### src/rtl/lsab_pkg.sv
// Package for the light-sensor auto-brightness block.
// Holds widths, words, queue job type, divider handshake types and register indexes.
// No dependencies.
`timescale 1ns / 1ps

package lsab_pkg;

	// Samples in one averaging block
	localparam int WINDOW = 100;

	localparam int SENSE_W = 12;
	localparam int LEVEL_W = 8;
	localparam int SUM_W   = 19;
	localparam int CNT_W   = 7;

	// Block average by reciprocal multiply: floor(sum * AVG_RECIP / 2^AVG_SHIFT).
	// Exact for any sum below 2^SUM_W and WINDOW up to 128, since the rounding
	// error of the reciprocal stays below 2^7.
	localparam int AVG_SHIFT   = 26;
	localparam int AVG_RECIP_W = AVG_SHIFT + 1;
	localparam int AVG_RECIP   = ((1 << AVG_SHIFT) + WINDOW - 1) / WINDOW;
	localparam int AVG_PROD_W  = SUM_W + AVG_RECIP_W;

	// Serial divider: dividend width, divisor width, step counter width
	localparam int DIV_W     = 30;
	localparam int DVS_W     = 13;
	localparam int DIV_CNT_W = $clog2(DIV_W);

	// Job queue between front and back (power-of-two depth)
	localparam int QDEPTH = 2;
	localparam int QPTR_W = $clog2(QDEPTH);

	// Configuration register indexes
	localparam int CFG_IDX_W = 3;
	localparam logic [CFG_IDX_W-1:0] REG_SENSE_MIN = 3'd0;
	localparam logic [CFG_IDX_W-1:0] REG_SENSE_MAX = 3'd1;
	localparam logic [CFG_IDX_W-1:0] REG_LEVEL_MIN = 3'd2;
	localparam logic [CFG_IDX_W-1:0] REG_LEVEL_MAX = 3'd3;

	typedef struct packed {
		logic               command;
		logic [SENSE_W-1:0] sample;
		logic [LEVEL_W-1:0] manual_level;
	} item_word_t;

	typedef struct packed {
		logic [LEVEL_W-1:0] brightness;
		logic               from_sensor;
	} result_word_t;

	typedef struct packed {
		logic [SENSE_W-1:0] sense_min;
		logic [SENSE_W-1:0] sense_max;
		logic [LEVEL_W-1:0] level_min;
		logic [LEVEL_W-1:0] level_max;
	} cfg_t;

	// One unit of work for the back end: a full block sum or a manual level
	typedef struct packed {
		logic               is_auto;
		logic [SUM_W-1:0]   sum;
		logic [LEVEL_W-1:0] level;
	} job_t;

	typedef struct packed {
		logic             start;
		logic [DIV_W-1:0] dividend;
		logic [DVS_W-1:0] divisor;
	} div_req_t;

	typedef struct packed {
		logic             done;
		logic [DIV_W-1:0] quotient;
	} div_rsp_t;

	typedef enum logic [2:0] {
		B_IDLE,
		B_MUL,
		B_SIGN,
		B_MAP,
		B_HOLD
	} back_state_t;

endpackage

### src/rtl/light_sensor_auto_brightness_top.sv
// Light-sensor auto brightness: averages sensor samples over blocks of WINDOW
// and maps the average to a brightness level; manual requests pass straight out.
// Item channel: item_valid / item_stall / item. An item is taken when item_valid
// is high and item_stall low. item_stall rises only when the two-entry job queue
// is full, so sensor samples are normally taken every cycle.
// Result channel: result_valid / result_stall / result, held while stalled.
// A manual request with a nonzero level is registered in the job queue, then in the
// output register, which raises result_valid; level zero gives nothing.
// The sample that closes a block raises result_valid after these steps: reciprocal
// multiply for the average, map multiply, divider start, one pass of the serial
// divider (one quotient bit a cycle), clamp and hold; when sense_min equals
// sense_max the divider is skipped. Words leave in the order their items arrived.
// Config: cfg_valid / cfg_ready / cfg_index / cfg_data; cfg_ready is always high.
// Indexes 0..3 are sense_min, sense_max, level_min, level_max; others are dropped.
// Reset (arst_n low) clears the accumulator, queue and output, and loads
// sense range 0..4095 and level range 0..255.
// Depends on lsab_pkg, lsab_front, lsab_queue, lsab_back (with lsab_div).
`timescale 1ns / 1ps

module light_sensor_auto_brightness_top (
	input  logic                              clk,
	input  logic                              arst_n,
	input  logic                              item_valid,
	output logic                              item_stall,
	input  lsab_pkg::item_word_t              item,
	output logic                              result_valid,
	input  logic                              result_stall,
	output lsab_pkg::result_word_t            result,
	input  logic                              cfg_valid,
	output logic                              cfg_ready,
	input  logic [lsab_pkg::CFG_IDX_W-1:0]    cfg_index,
	input  logic [lsab_pkg::SENSE_W-1:0]      cfg_data
);
	import lsab_pkg::*;

	cfg_t cfg_q;
	logic q_full;
	logic q_empty;
	logic push;
	logic pop;
	job_t push_job;
	job_t pop_job;

	assign cfg_ready  = 1'b1;
	assign item_stall = q_full;

	// Configuration registers
	always_ff @(posedge clk or negedge arst_n) begin
		if (!arst_n) begin
			cfg_q.sense_min <= '0;
			cfg_q.sense_max <= '1;
			cfg_q.level_min <= '0;
			cfg_q.level_max <= '1;
		end else if (cfg_valid && cfg_ready) begin
			if (cfg_index == REG_SENSE_MIN) begin
				cfg_q.sense_min <= cfg_data;
			end
			if (cfg_index == REG_SENSE_MAX) begin
				cfg_q.sense_max <= cfg_data;
			end
			if (cfg_index == REG_LEVEL_MIN) begin
				cfg_q.level_min <= cfg_data[LEVEL_W-1:0];
			end
			if (cfg_index == REG_LEVEL_MAX) begin
				cfg_q.level_max <= cfg_data[LEVEL_W-1:0];
			end
		end
	end

	lsab_front u_front (
		.clk        (clk),
		.arst_n     (arst_n),
		.item_valid (item_valid),
		.item_word  (item),
		.q_full     (q_full),
		.push       (push),
		.push_job   (push_job)
	);

	lsab_queue u_queue (
		.clk      (clk),
		.arst_n   (arst_n),
		.push     (push),
		.push_job (push_job),
		.full     (q_full),
		.pop      (pop),
		.pop_job  (pop_job),
		.empty    (q_empty)
	);

	lsab_back u_back (
		.clk          (clk),
		.arst_n       (arst_n),
		.cfg          (cfg_q),
		.q_empty      (q_empty),
		.q_job        (pop_job),
		.pop          (pop),
		.result_valid (result_valid),
		.result_stall (result_stall),
		.result       (result)
	);

endmodule

### src/rtl/lsab_front.sv
// Front end: accepts item words, accumulates sensor samples over a block,
// and pushes manual requests and full block sums as jobs. Depends on lsab_pkg.
`timescale 1ns / 1ps

module lsab_front (
	input  logic               clk,
	input  logic               arst_n,
	input  logic               item_valid,
	input  lsab_pkg::item_word_t item_word,
	input  logic               q_full,
	output logic               push,
	output lsab_pkg::job_t     push_job
);
	import lsab_pkg::*;

	logic [SUM_W-1:0] sum_q;
	logic [CNT_W-1:0] cnt_q;
	logic             accept;
	logic [SUM_W-1:0] sum_n;
	logic [CNT_W:0]   cnt_n;
	logic             block_full;

	assign accept     = item_valid && !q_full;
	assign sum_n      = sum_q + SUM_W'(item_word.sample);
	assign cnt_n      = {1'b0, cnt_q} + (CNT_W+1)'(1);
	assign block_full = (cnt_n >= (CNT_W+1)'(WINDOW));

	// Job out: nonzero manual level, or a closed block
	always_comb begin
		push     = 1'b0;
		push_job = '0;
		if (accept) begin
			if (item_word.command) begin
				push           = (item_word.manual_level != '0);
				push_job.level = item_word.manual_level;
			end else if (block_full) begin
				push             = 1'b1;
				push_job.is_auto = 1'b1;
				push_job.sum     = sum_n;
			end
		end
	end

	// Accumulator
	always_ff @(posedge clk or negedge arst_n) begin
		if (!arst_n) begin
			sum_q <= '0;
			cnt_q <= '0;
		end else if (accept && !item_word.command) begin
			if (block_full) begin
				sum_q <= '0;
				cnt_q <= '0;
			end else begin
				sum_q <= sum_n;
				cnt_q <= cnt_n[CNT_W-1:0];
			end
		end
	end

endmodule

### src/rtl/lsab_queue.sv
// Small job queue between front and back end, flip-flop storage.
// Depends on lsab_pkg.
`timescale 1ns / 1ps

module lsab_queue (
	input  logic           clk,
	input  logic           arst_n,
	input  logic           push,
	input  lsab_pkg::job_t push_job,
	output logic           full,
	input  logic           pop,
	output lsab_pkg::job_t pop_job,
	output logic           empty
);
	import lsab_pkg::*;

	job_t              mem_q [QDEPTH];
	logic [QPTR_W-1:0] wr_q;
	logic [QPTR_W-1:0] rd_q;
	logic [QPTR_W:0]   fill_q;

	assign full    = (fill_q == (QPTR_W+1)'(QDEPTH));
	assign empty   = (fill_q == '0);
	assign pop_job = mem_q[rd_q];

	// Storage, no reset needed
	always_ff @(posedge clk) begin
		if (push) begin
			mem_q[wr_q] <= push_job;
		end
	end

	// Pointers and fill level
	always_ff @(posedge clk or negedge arst_n) begin
		if (!arst_n) begin
			wr_q   <= '0;
			rd_q   <= '0;
			fill_q <= '0;
		end else begin
			if (push) begin
				wr_q <= wr_q + QPTR_W'(1);
			end
			if (pop) begin
				rd_q <= rd_q + QPTR_W'(1);
			end
			if (push && !pop) begin
				fill_q <= fill_q + (QPTR_W+1)'(1);
			end else if (pop && !push) begin
				fill_q <= fill_q - (QPTR_W+1)'(1);
			end
		end
	end

endmodule

### src/rtl/lsab_div.sv
// Serial restoring divider, one quotient bit per cycle, unsigned.
// Used by the range mapping. Depends on lsab_pkg.
`timescale 1ns / 1ps

module lsab_div (
	input  logic               clk,
	input  logic               arst_n,
	input  lsab_pkg::div_req_t req,
	output lsab_pkg::div_rsp_t rsp
);
	import lsab_pkg::*;

	logic                 busy_q;
	logic                 done_q;
	logic [DIV_CNT_W-1:0] cnt_q;
	logic [DIV_W-1:0]     acc_q;
	logic [DVS_W-1:0]     dvs_q;
	logic [DVS_W-1:0]     rem_q;
	logic [DVS_W:0]       rem_sh;
	logic [DVS_W:0]       rem_sub;
	logic                 qbit;

	// One restoring step
	assign rem_sh  = {rem_q, acc_q[DIV_W-1]};
	assign rem_sub = rem_sh - {1'b0, dvs_q};
	assign qbit    = (rem_sh >= {1'b0, dvs_q});

	assign rsp.done     = done_q;
	assign rsp.quotient = acc_q;

	// Control
	always_ff @(posedge clk or negedge arst_n) begin
		if (!arst_n) begin
			busy_q <= 1'b0;
			done_q <= 1'b0;
			cnt_q  <= '0;
		end else begin
			done_q <= 1'b0;
			if (req.start) begin
				busy_q <= 1'b1;
				cnt_q  <= '0;
			end else if (busy_q) begin
				if (cnt_q == DIV_CNT_W'(DIV_W - 1)) begin
					busy_q <= 1'b0;
					done_q <= 1'b1;
				end
				cnt_q <= cnt_q + DIV_CNT_W'(1);
			end
		end
	end

	// Datapath: dividend shifts out the top as quotient bits shift in
	always_ff @(posedge clk) begin
		if (req.start) begin
			acc_q <= req.dividend;
			dvs_q <= req.divisor;
			rem_q <= '0;
		end else if (busy_q) begin
			acc_q <= {acc_q[DIV_W-2:0], qbit};
			rem_q <= qbit ? rem_sub[DVS_W-1:0] : rem_sh[DVS_W-1:0];
		end
	end

endmodule

### src/rtl/lsab_back.sv
// Back end: takes jobs from the queue, averages block sums by reciprocal multiply,
// maps them through the serial divider, clamps, and holds the result word.
// Depends on lsab_pkg, lsab_div.
`timescale 1ns / 1ps

module lsab_back (
	input  logic                   clk,
	input  logic                   arst_n,
	input  lsab_pkg::cfg_t         cfg,
	input  logic                   q_empty,
	input  lsab_pkg::job_t         q_job,
	output logic                   pop,
	output logic                   result_valid,
	input  logic                   result_stall,
	output lsab_pkg::result_word_t result
);
	import lsab_pkg::*;

	back_state_t         state_q;
	back_state_t         state_d;
	div_req_t            div_req;
	div_rsp_t            div_rsp;
	logic                out_valid_q;
	result_word_t        out_q;
	logic                out_free;
	logic                load_out;
	result_word_t        load_word;
	logic [SUM_W-1:0]    avg_q;
	logic signed [DIV_W-1:0] prod_q;
	logic                neg_q;
	logic [LEVEL_W-1:0]  res_q;

	logic [AVG_PROD_W-1:0]     avg_prod;
	logic signed [SUM_W+1:0]   diff_a;
	logic signed [LEVEL_W:0]   diff_l;
	logic signed [DVS_W-1:0]   diff_s;
	logic signed [DIV_W-1:0]   prod;
	logic [DIV_W-1:0]          prod_mag;
	logic [DVS_W-1:0]          dvs_mag;
	logic signed [DIV_W+1:0]   q_signed;
	logic signed [DIV_W+1:0]   t_raw;
	logic signed [DIV_W+1:0]   lmin_w;
	logic signed [DIV_W+1:0]   lmax_w;
	logic [LEVEL_W-1:0]        t_clamp;

	lsab_div u_div (
		.clk    (clk),
		.arst_n (arst_n),
		.req    (div_req),
		.rsp    (div_rsp)
	);

	assign out_free     = !out_valid_q || !result_stall;
	assign result_valid = out_valid_q;
	assign result       = out_q;

	// Block average: sum / WINDOW as a multiply by the scaled reciprocal
	assign avg_prod = AVG_PROD_W'(q_job.sum) * AVG_PROD_W'(AVG_RECIP);

	// Mapping arithmetic
	assign diff_a   = $signed({2'b00, avg_q}) - $signed({{(SUM_W-SENSE_W+2){1'b0}}, cfg.sense_min});
	assign diff_l   = $signed({1'b0, cfg.level_max}) - $signed({1'b0, cfg.level_min});
	assign diff_s   = $signed({1'b0, cfg.sense_max}) - $signed({1'b0, cfg.sense_min});
	assign prod     = DIV_W'(diff_a) * DIV_W'(diff_l);
	assign prod_mag = prod_q[DIV_W-1] ? DIV_W'(-prod_q) : DIV_W'(prod_q);
	assign dvs_mag  = diff_s[DVS_W-1] ? DVS_W'(-diff_s) : DVS_W'(diff_s);

	// Signed quotient, offset, then clamp high first and low second
	assign q_signed = neg_q ? -$signed({2'b00, div_rsp.quotient})
	                        : $signed({2'b00, div_rsp.quotient});
	assign lmin_w   = $signed({{(DIV_W-LEVEL_W+2){1'b0}}, cfg.level_min});
	assign lmax_w   = $signed({{(DIV_W-LEVEL_W+2){1'b0}}, cfg.level_max});
	assign t_raw    = q_signed + lmin_w;

	always_comb begin
		if (t_raw > lmax_w || lmin_w > lmax_w) begin
			t_clamp = cfg.level_max;
		end else if (t_raw < lmin_w) begin
			t_clamp = cfg.level_min;
		end else begin
			t_clamp = t_raw[LEVEL_W-1:0];
		end
	end

	// Next state and controls
	always_comb begin
		state_d   = state_q;
		pop       = 1'b0;
		load_out  = 1'b0;
		load_word = '0;
		div_req   = '0;
		unique case (state_q)
			B_IDLE: begin
				if (!q_empty) begin
					if (q_job.is_auto) begin
						pop     = 1'b1;
						state_d = B_MUL;
					end else if (out_free) begin
						pop                  = 1'b1;
						load_out             = 1'b1;
						load_word.brightness = q_job.level;
						state_d              = B_IDLE;
					end
				end
			end
			B_MUL: begin
				state_d = (diff_s == '0) ? B_HOLD : B_SIGN;
			end
			B_SIGN: begin
				div_req.start    = 1'b1;
				div_req.dividend = prod_mag;
				div_req.divisor  = dvs_mag;
				state_d          = B_MAP;
			end
			B_MAP: begin
				if (div_rsp.done) begin
					state_d = B_HOLD;
				end
			end
			B_HOLD: begin
				if (out_free) begin
					load_out              = 1'b1;
					load_word.brightness  = res_q;
					load_word.from_sensor = 1'b1;
					state_d               = B_IDLE;
				end
			end
			default: begin
				state_d = B_IDLE;
			end
		endcase
	end

	always_ff @(posedge clk or negedge arst_n) begin
		if (!arst_n) begin
			state_q <= B_IDLE;
		end else begin
			state_q <= state_d;
		end
	end

	// Datapath captures per step
	always_ff @(posedge clk) begin
		if (state_q == B_IDLE && pop && q_job.is_auto) begin
			avg_q <= SUM_W'(avg_prod[AVG_PROD_W-1:AVG_SHIFT]);
		end
		if (state_q == B_MUL) begin
			prod_q <= prod;
			neg_q  <= prod[DIV_W-1] ^ diff_s[DVS_W-1];
			res_q  <= cfg.level_min;
		end
		if (state_q == B_MAP && div_rsp.done) begin
			res_q <= t_clamp;
		end
	end

	// Output register
	always_ff @(posedge clk or negedge arst_n) begin
		if (!arst_n) begin
			out_valid_q <= 1'b0;
		end else if (load_out) begin
			out_valid_q <= 1'b1;
		end else if (!result_stall) begin
			out_valid_q <= 1'b0;
		end
	end

	always_ff @(posedge clk) begin
		if (load_out) begin
			out_q <= load_word;
		end
	end

endmodule
### config.mk
export PLATFORM = sky130hd
export DESIGN_NAME = light_sensor_auto_brightness_top
export DESIGN_NICKNAME = d
export VERILOG_FILES = /design/src/rtl/lsab_pkg.sv /design/src/rtl/light_sensor_auto_brightness_top.sv /design/src/rtl/lsab_front.sv /design/src/rtl/lsab_queue.sv /design/src/rtl/lsab_div.sv /design/src/rtl/lsab_back.sv
export SDC_FILE = /design/constraint.sdc
export NUM_CORES = 1
export LEC_CHECK = 0
export ABC_AREA = 1
export BUFFER_PORTS_ARGS = -buffer_cell sky130_fd_sc_hd__buf_4
export CORE_MARGIN = 5
export CORE_UTILIZATION = 40
export DETAILED_ROUTE_END_ITERATION = 6
export GPL_ROUTABILITY_DRIVEN = 0
export MAX_ROUTING_LAYER = met4
export PLACE_DENSITY_LB_ADDON = 0.15
export RECOVER_POWER = 50
export SLEW_MARGIN = 20
export SYNTH_ARGS = -nofsm -noshare
export SYNTH_HDL_FRONTEND = slang
export SYNTH_SLANG_ARGS = --single-unit
### constraint.sdc
create_clock -name clk -period 16.2 [get_ports clk]
set_clock_uncertainty 0.2 [all_clocks]
set_input_delay 0 -clock clk [delete_from_list [all_inputs] [get_ports clk]]
set_output_delay 0 -clock clk [all_outputs]
set_load 0.005 [all_outputs]
==> key figures, run 1 <==
Status
  • Status: complete, but fails checks
  • Failing checks: max-capacitance violations, max-slew violations

STA
  • RSZ-0062 raised after global routing: no
  • Fin crit period: 8.34 ns
  • Setup_tns: 0 ns
  • Slew headroom: -144%
  • Fin. max-slew vios: 192
  • Max Freq: 120 MHz
  • Fin. Hold Viols: 0
  • Worst setup margin: 7.86 ns
  • Tcrit/Tclk final: 51.5%
  • Worst slew pin tran: 3.66 ns
  • Final setup fails: 0

Routing
  • Routed wire length: 66500 um
  • Detailed-route wire length per cell: 16.6 um
  • Drt pass-1 iters: 5
  • Detailed Route Iter0 Violations: 1124
  • Final ANT Viol Nets: 0
  • # DRC: 0
  • Vias: 20300
  • Drt via density: 5.05

Finish
  • Finished Layout Cells: 4019
  • Layout area overhead: 11.2%
  • Filler instances: 6359
  • Commonest cells after routing, fill and taps aside: inv_1 (572), nand2_1 (566), ha_1 (296)
  • Most common cell after layout, fill and taps aside: inv_1
  • Multi-input gate area: 16600 um2
  • Final #Nets: 3713
  • FF+latch area: 6910 um2
  • Layout cells sized above 1: 7.37%

Clock tree
  • Max Buffers Root-to-Sink: 3
  • Sink Count: 247
  • Post-CTS Setup Inserts: 0
  • CTS tree: done
  • H-Tree Depth: 1
  • CTS clk-pin slew, worst paths: 0.07 ns
  • Clk root buf: clkbuf_16
  • Worst-skew pair later-pin latency: 0.59 ns
  • Total CTS buffers: 31

GRT
  • Pin count of the biggest net entering global routing: 62
  • First-pass GRT wire length: 109000 um
  • Total track usage: 19.5%
  • Initial antenna violation count: 1
  • Vias in the first global route: 21100
  • Grt total ovfl: 0

Floorplanning
  • Initial Util: 40.3%
  • Die area: 70000 um2
  • I/O pins: 53
  • Std cell rows: 93
  • Core Area: 64300 um2
  • Chip height: 265 um
  • DIE WIDTH: 265 um

Critical path
  • Crit path kind: reg2reg
  • Worst EP arrival: 8.49 ns
  • CP endpoint kind: flip-flop
  • CP max-delay cell: xor2_1
  • CP required: 16.34 ns
  • CP Launch Type: flip-flop
  • Max incr delay on CP: 0.92 ns
  • Crit Path Max Fanout: 14

Logic synthesis
  • EDFF count, synth: 153
  • Cell variety after synth: 60
  • Synth Net Count: 3613
  • Post-synthesis average cell area: 8.54 um2
  • Synthesized flop and latch total: 247
  • Synthesized area: 25900 um2
  • Ys Warns: 0
  • Post-Synthesis Cells: 3038
  • Seq/Total Area, Yosys: 26.6%
  • Async S/R FF share, synth: 32.8%
  • Main synth FF type: edfxtp_1

Place
  • Setup slack at placement: 7.94 ns
  • Port buffer count: 51
  • Post-DP HPWL: 55100 um
  • Placed cells: 3906

Hold path
  • Worst hold path class: in2reg

Job
  • Max-Cap Viols: 5
## timing repair
action | CTS | global route
gates resized for setup | 0 | 0
hold endpoints to repair | 170 | 0
hold buffers | 54 | 0
## state kept, by name, summed over array words and instances, names as in the netlist
signal / flops
u_back.result: 9
u_back.u_div.cnt_q: 5
u_queue.wr_q: 1
u_back.prod_q: 23
cfg_q: 40
u_front.cnt_q: 7
u_back.u_div.acc_q: 30
u_queue.rd_q: 1
u_back.u_div.dvs_q: 13
u_back.result_valid: 1
u_queue.fill_q: 2
u_front.sum_q: 19
u_back.neg_q: 1
u_back.u_div.rem_q: 13
u_back.state_q: 3
u_back.u_div.done_q: 1
u_back.u_div.busy_q: 1
u_back.res_q: 8
u_back.avg_q: 13
u_queue.mem_q: 56
## cells by family after synthesis
family | count (synthesis) | synth area share [%]
xor+xnor | 118 | 3.98
flops | 247 | 26.6
simple gates | 1088 | 18.4
fa+ha+maj | 534 | 32.6
mux | 8 | 0.309
compound gates | 408 | 8.76
buf+inv | 634 | 9.24
other cells | 1 | 0.0145
## area by class of cell
class                      instances  share of cell area (%)
antenna                            1                 0.00867
sequential                       247                    23.9
clock inverter                    25                   0.867
clock buffer                      33                    2.78
tap                              855                    3.71
timing repair buffer             118                    3.40
inverter                         583                    7.60
multi-input combinational       2157                    57.7
## worst max-delay path: cells and delay by family, from the launching register on
kind                       cells  cell delay (ns)
adders and majority gates      7             3.20
AOI/OAI and AO/OA             10             1.93
xor gates and xnor gates       2             1.07
and+or+nand+nor                9             0.89
DFF                            1             0.48
buffers and inverters          5             0.33
## through the flow
step	hold slack, ns	util [%]	area [um2]
floorplan	-0.496	-	25900
global placement	-0.279	42.4	27300
detailed placement	-0.276	42.4	27300
CTS	0.0426	44.9	28900
global route	0.0565	44.8	28900
finish	0.0456	44.8	28900
## synth_stat cells (3+ instances only)
library cell / instances / area, um2
edfxtp_1: 153 / 4590
nor4_1: 4 / 25.0
nand3_1: 114 / 571
dfrtp_1: 61 / 1530
nand2_4: 5 / 56.3
o22ai_1: 13 / 81.3
dfstp_2: 20 / 526
fa_1: 238 / 4760
nand3_2: 11 / 110
dfxtp_1: 13 / 260
o21bai_1: 16 / 120
buf_2: 7 / 35.0
a221oi_1: 3 / 26.3
a32o_1: 3 / 30.0
nor2_1: 234 / 878
xor2_1: 83 / 727
nor2_2: 8 / 50.1
nor3_1: 45 / 225
xnor2_1: 35 / 307
nand3b_1: 3 / 22.5
and2_1: 3 / 18.8
clkbuf_1: 41 / 154
nand2_1: 566 / 2120
inv_2: 9 / 33.8
nand2_2: 23 / 144
or2_2: 26 / 163
o31ai_1: 7 / 52.6
a21o_1: 12 / 90.1
o21ai_1: 7 / 35.0
nand4_1: 30 / 188
mux2i_1: 8 / 80.1
a21oi_1: 138 / 691
a31oi_1: 9 / 56.3
inv_1: 571 / 2140
nor2_4: 11 / 124
o221ai_1: 4 / 35.0
ha_1: 296 / 3700
nand3_4: 3 / 52.6
o21ai_0: 176 / 881
## worst paths after layout
path,from,end,slack [ns],cells after the start
min,cfg_data[10],cfg_q[26]$_DFFE_PN1P_,0.05,4
min reg2reg,cfg_q[33]$_DFFE_PN0P_,cfg_q[33]$_DFFE_PN0P_,0.29,2
max reg2reg,cfg_q[9]$_DFFE_PN0P_,u_back.prod_q[21]$_DFFE_PN_,7.86,33
max,cfg_q[9]$_DFFE_PN0P_,u_back.prod_q[21]$_DFFE_PN_,7.86,33
max in group asynchronous,arst_n,u_front.sum_q[16]$_DFFE_PN0P_,11.96,4
min in group asynchronous,arst_n,u_back.u_div.cnt_q[0]$_DFFE_PN0P_,0.73,4
## routing by layer
metal / track usage, % / part of all wire, % / vias to the layer above
li1: - / - / 9937
met1: 26.3 / 47 / 9773
met2: 31.8 / 47 / 457
met3: 2.62 / 4.4 / 111
met4: 4.35 / 2.6 / 0
met5: - / 0 / -
Power of run 1 is not shown: default switching activity piles up to over one toggle a cycle in this logic, so the estimate is an artifact.
==> run 2, diff against run 1 <==
- clock period: 16.2 -> 8.3 ns (I/O delays scaled with it)
==> key figures, run 2 (same netlist as run 1, synthesis figures left out) <==
Routing
  • Drt via density: 5.04
  • Detailed Route Iter0 Violations: 1295
  • Routed wire length: 67000 um
  • Drt pass-1 iters: 5
  • Final ANT Viol Nets: 0
  • # DRC: 0
  • Vias: 20300
  • Detailed-route wire length per cell: 16.7 um

Clock tree
  • Clk root buf: clkbuf_16
  • H-Tree Depth: 1
  • Total CTS buffers: 31
  • Max Buffers Root-to-Sink: 3
  • Sink Count: 247
  • CTS clk-pin slew, worst paths: 0.06 ns
  • Worst-skew pair later-pin latency: 0.58 ns
  • CTS tree: done

GRT
  • First-pass GRT wire length: 110000 um
  • Total track usage: 19.9%
  • Pin count of the biggest net entering global routing: 63
  • Initial antenna violation count: 1
  • Vias in the first global route: 20800
  • Grt total ovfl: 0

STA
  • Slew headroom: -153%
  • Fin. max-slew vios: 221
  • Fin. Hold Viols: 0
  • Tcrit/Tclk final: 93.1%
  • RSZ-0062 raised after global routing: no
  • Final setup fails: 0
  • Worst slew pin tran: 3.80 ns
  • Max Freq: 129 MHz
  • Setup_tns: 0 ns
  • Fin crit period: 7.73 ns
  • WHS: 0.0719 ns

Floorplanning
  • Initial Util: 40.3%
  • Chip height: 265 um
  • Std cell rows: 93
  • Die area: 70000 um2
  • DIE WIDTH: 265 um
  • I/O pins: 53
  • Core Area: 64300 um2

Finish
  • Finished Layout Cells: 4024
  • Layout cells sized above 1: 7.26%
  • Largest regs: u_queue.mem_q: 56 flops, cfg_q: 40 flops, u_back.u_div.acc_q: 30 flops
  • Commonest cells after routing, fill and taps aside: inv_1 (571), nand2_1 (566), ha_1 (296)
  • N_diodes: 0
  • Max reg flops: 56
  • Top reg by flops: u_queue.mem_q
  • Final instance area: 28900 um2
  • Layout area overhead: 11.2%
  • Most common cell after layout, fill and taps aside: inv_1
  • Filler instances: 6337
  • Final #Nets: 3719

Critical path
  • CP Launch Type: flip-flop
  • Crit Path Max Fanout: 4
  • Worst EP arrival: 7.86 ns
  • Crit path kind: reg2reg
  • Crit-path most repeated cell: fa_1
  • CP max-delay cell: fa_1
  • Max incr delay on CP: 0.56 ns
  • CP endpoint kind: flip-flop
  • CP required: 8.43 ns

Job
  • Max-Cap Viols: 5

Status
  • Status: complete, but fails checks
  • Failing checks: max-capacitance violations, max-slew violations

Place
  • Port buffer count: 51
  • DP Area: 27300 um2
  • Placed cells: 3912
  • Post-DP HPWL: 55800 um

Hold path
  • Worst hold path class: in2reg
-- run 2: changes by cell type in the layout (fill, tap and decap cells not counted), moves of 2 or more --
cell | before | now
clkbuf_1 | 10 | 18
clkinv_4 | 4 | 2
clkinv_2 | 8 | 10
o21ai_1 | 6 | 8
clkinvlp_4 | 5 | 0
clkbuf_8 | 2 | 0
buf_4 | 47 | 51
-- run 2: per-stage QoR --
stage | setup WS [ns] | utilization (%)
2_1_floorplan | 1.09 | -
3_3_place_gp | 0.638 | 42.5
3_5_place_dp | 0.568 | 42.5
4_1_cts | 0.576 | 44.9
5_1_grt | 0.0381 | 44.8
6_report | 0.572 | 44.8
-- run 2: worst paths after layout --
check / startpoint / end / slack [ns] / depth (start not counted)
worst max-delay path: cfg_q[0]$_DFFE_PN1P_ / u_back.prod_q[21]$_DFFE_PN_ / 0.57 / 31
min in group asynchronous: arst_n / u_back.u_div.cnt_q[4]$_DFFE_PN0P_ / 0.56 / 3
worst min-delay path: cfg_data[11] / cfg_q[27]$_DFFE_PN1P_ / 0.07 / 4
worst max register to register: cfg_q[0]$_DFFE_PN1P_ / u_back.prod_q[21]$_DFFE_PN_ / 0.57 / 31
max in group asynchronous: arst_n / u_front.sum_q[15]$_DFFE_PN0P_ / 4.44 / 3
worst min register to register: u_back.u_div.rem_q[8]$_SDFFE_PP0P_ / u_back.u_div.rem_q[8]$_SDFFE_PP0P_ / 0.29 / 2
-- run 2: critical path, delay by kind of cell, from the launching register on --
family	cells	cell delay, ns
DFF	1	0.54
and+or+nand+nor	6	0.70
buffers and inverters	5	0.27
adders and majority gates	8	3.57
AOI/OAI and AO/OA	10	1.90
xor gates and xnor gates	2	0.27
-- run 2: repair_timing --
action                                  4_1_cts  5_1_grt
hold buffers                                 54        0
gates resized for setup                       0        1
buffers inserted                              0        0
endpoints found under the setup margin        0        1
endpoints found under the hold margin       168        0
-- run 2: final cells by class --
| class | instances | area (um2) | share of cell area [%] |
|---|---|---|---|
| Clock inverter | 20 | 194 | 0.672 |
| Inverter | 583 | 2190 | 7.60 |
| Clock buffer | 38 | 823 | 2.85 |
| Timing Repair Buffer | 124 | 1020 | 3.54 |
| Tap cell | 855 | 1070 | 3.71 |
| Multi-Input combinational cell | 2157 | 16600 | 57.7 |
| Sequential cell | 247 | 6910 | 23.9 |
-- run 2: per-layer routing --
| metal | global-route usage [%] | wire, um |
|---|---|---|
| met1 | 26.9 | 31200 |
| met3 | 3.53 | 3730 |
| met5 | - | 0 |
| met4 | 4.27 | 1600 |
| met2 | 31.7 | 30500 |
Power of run 2 is left out for the same reason.
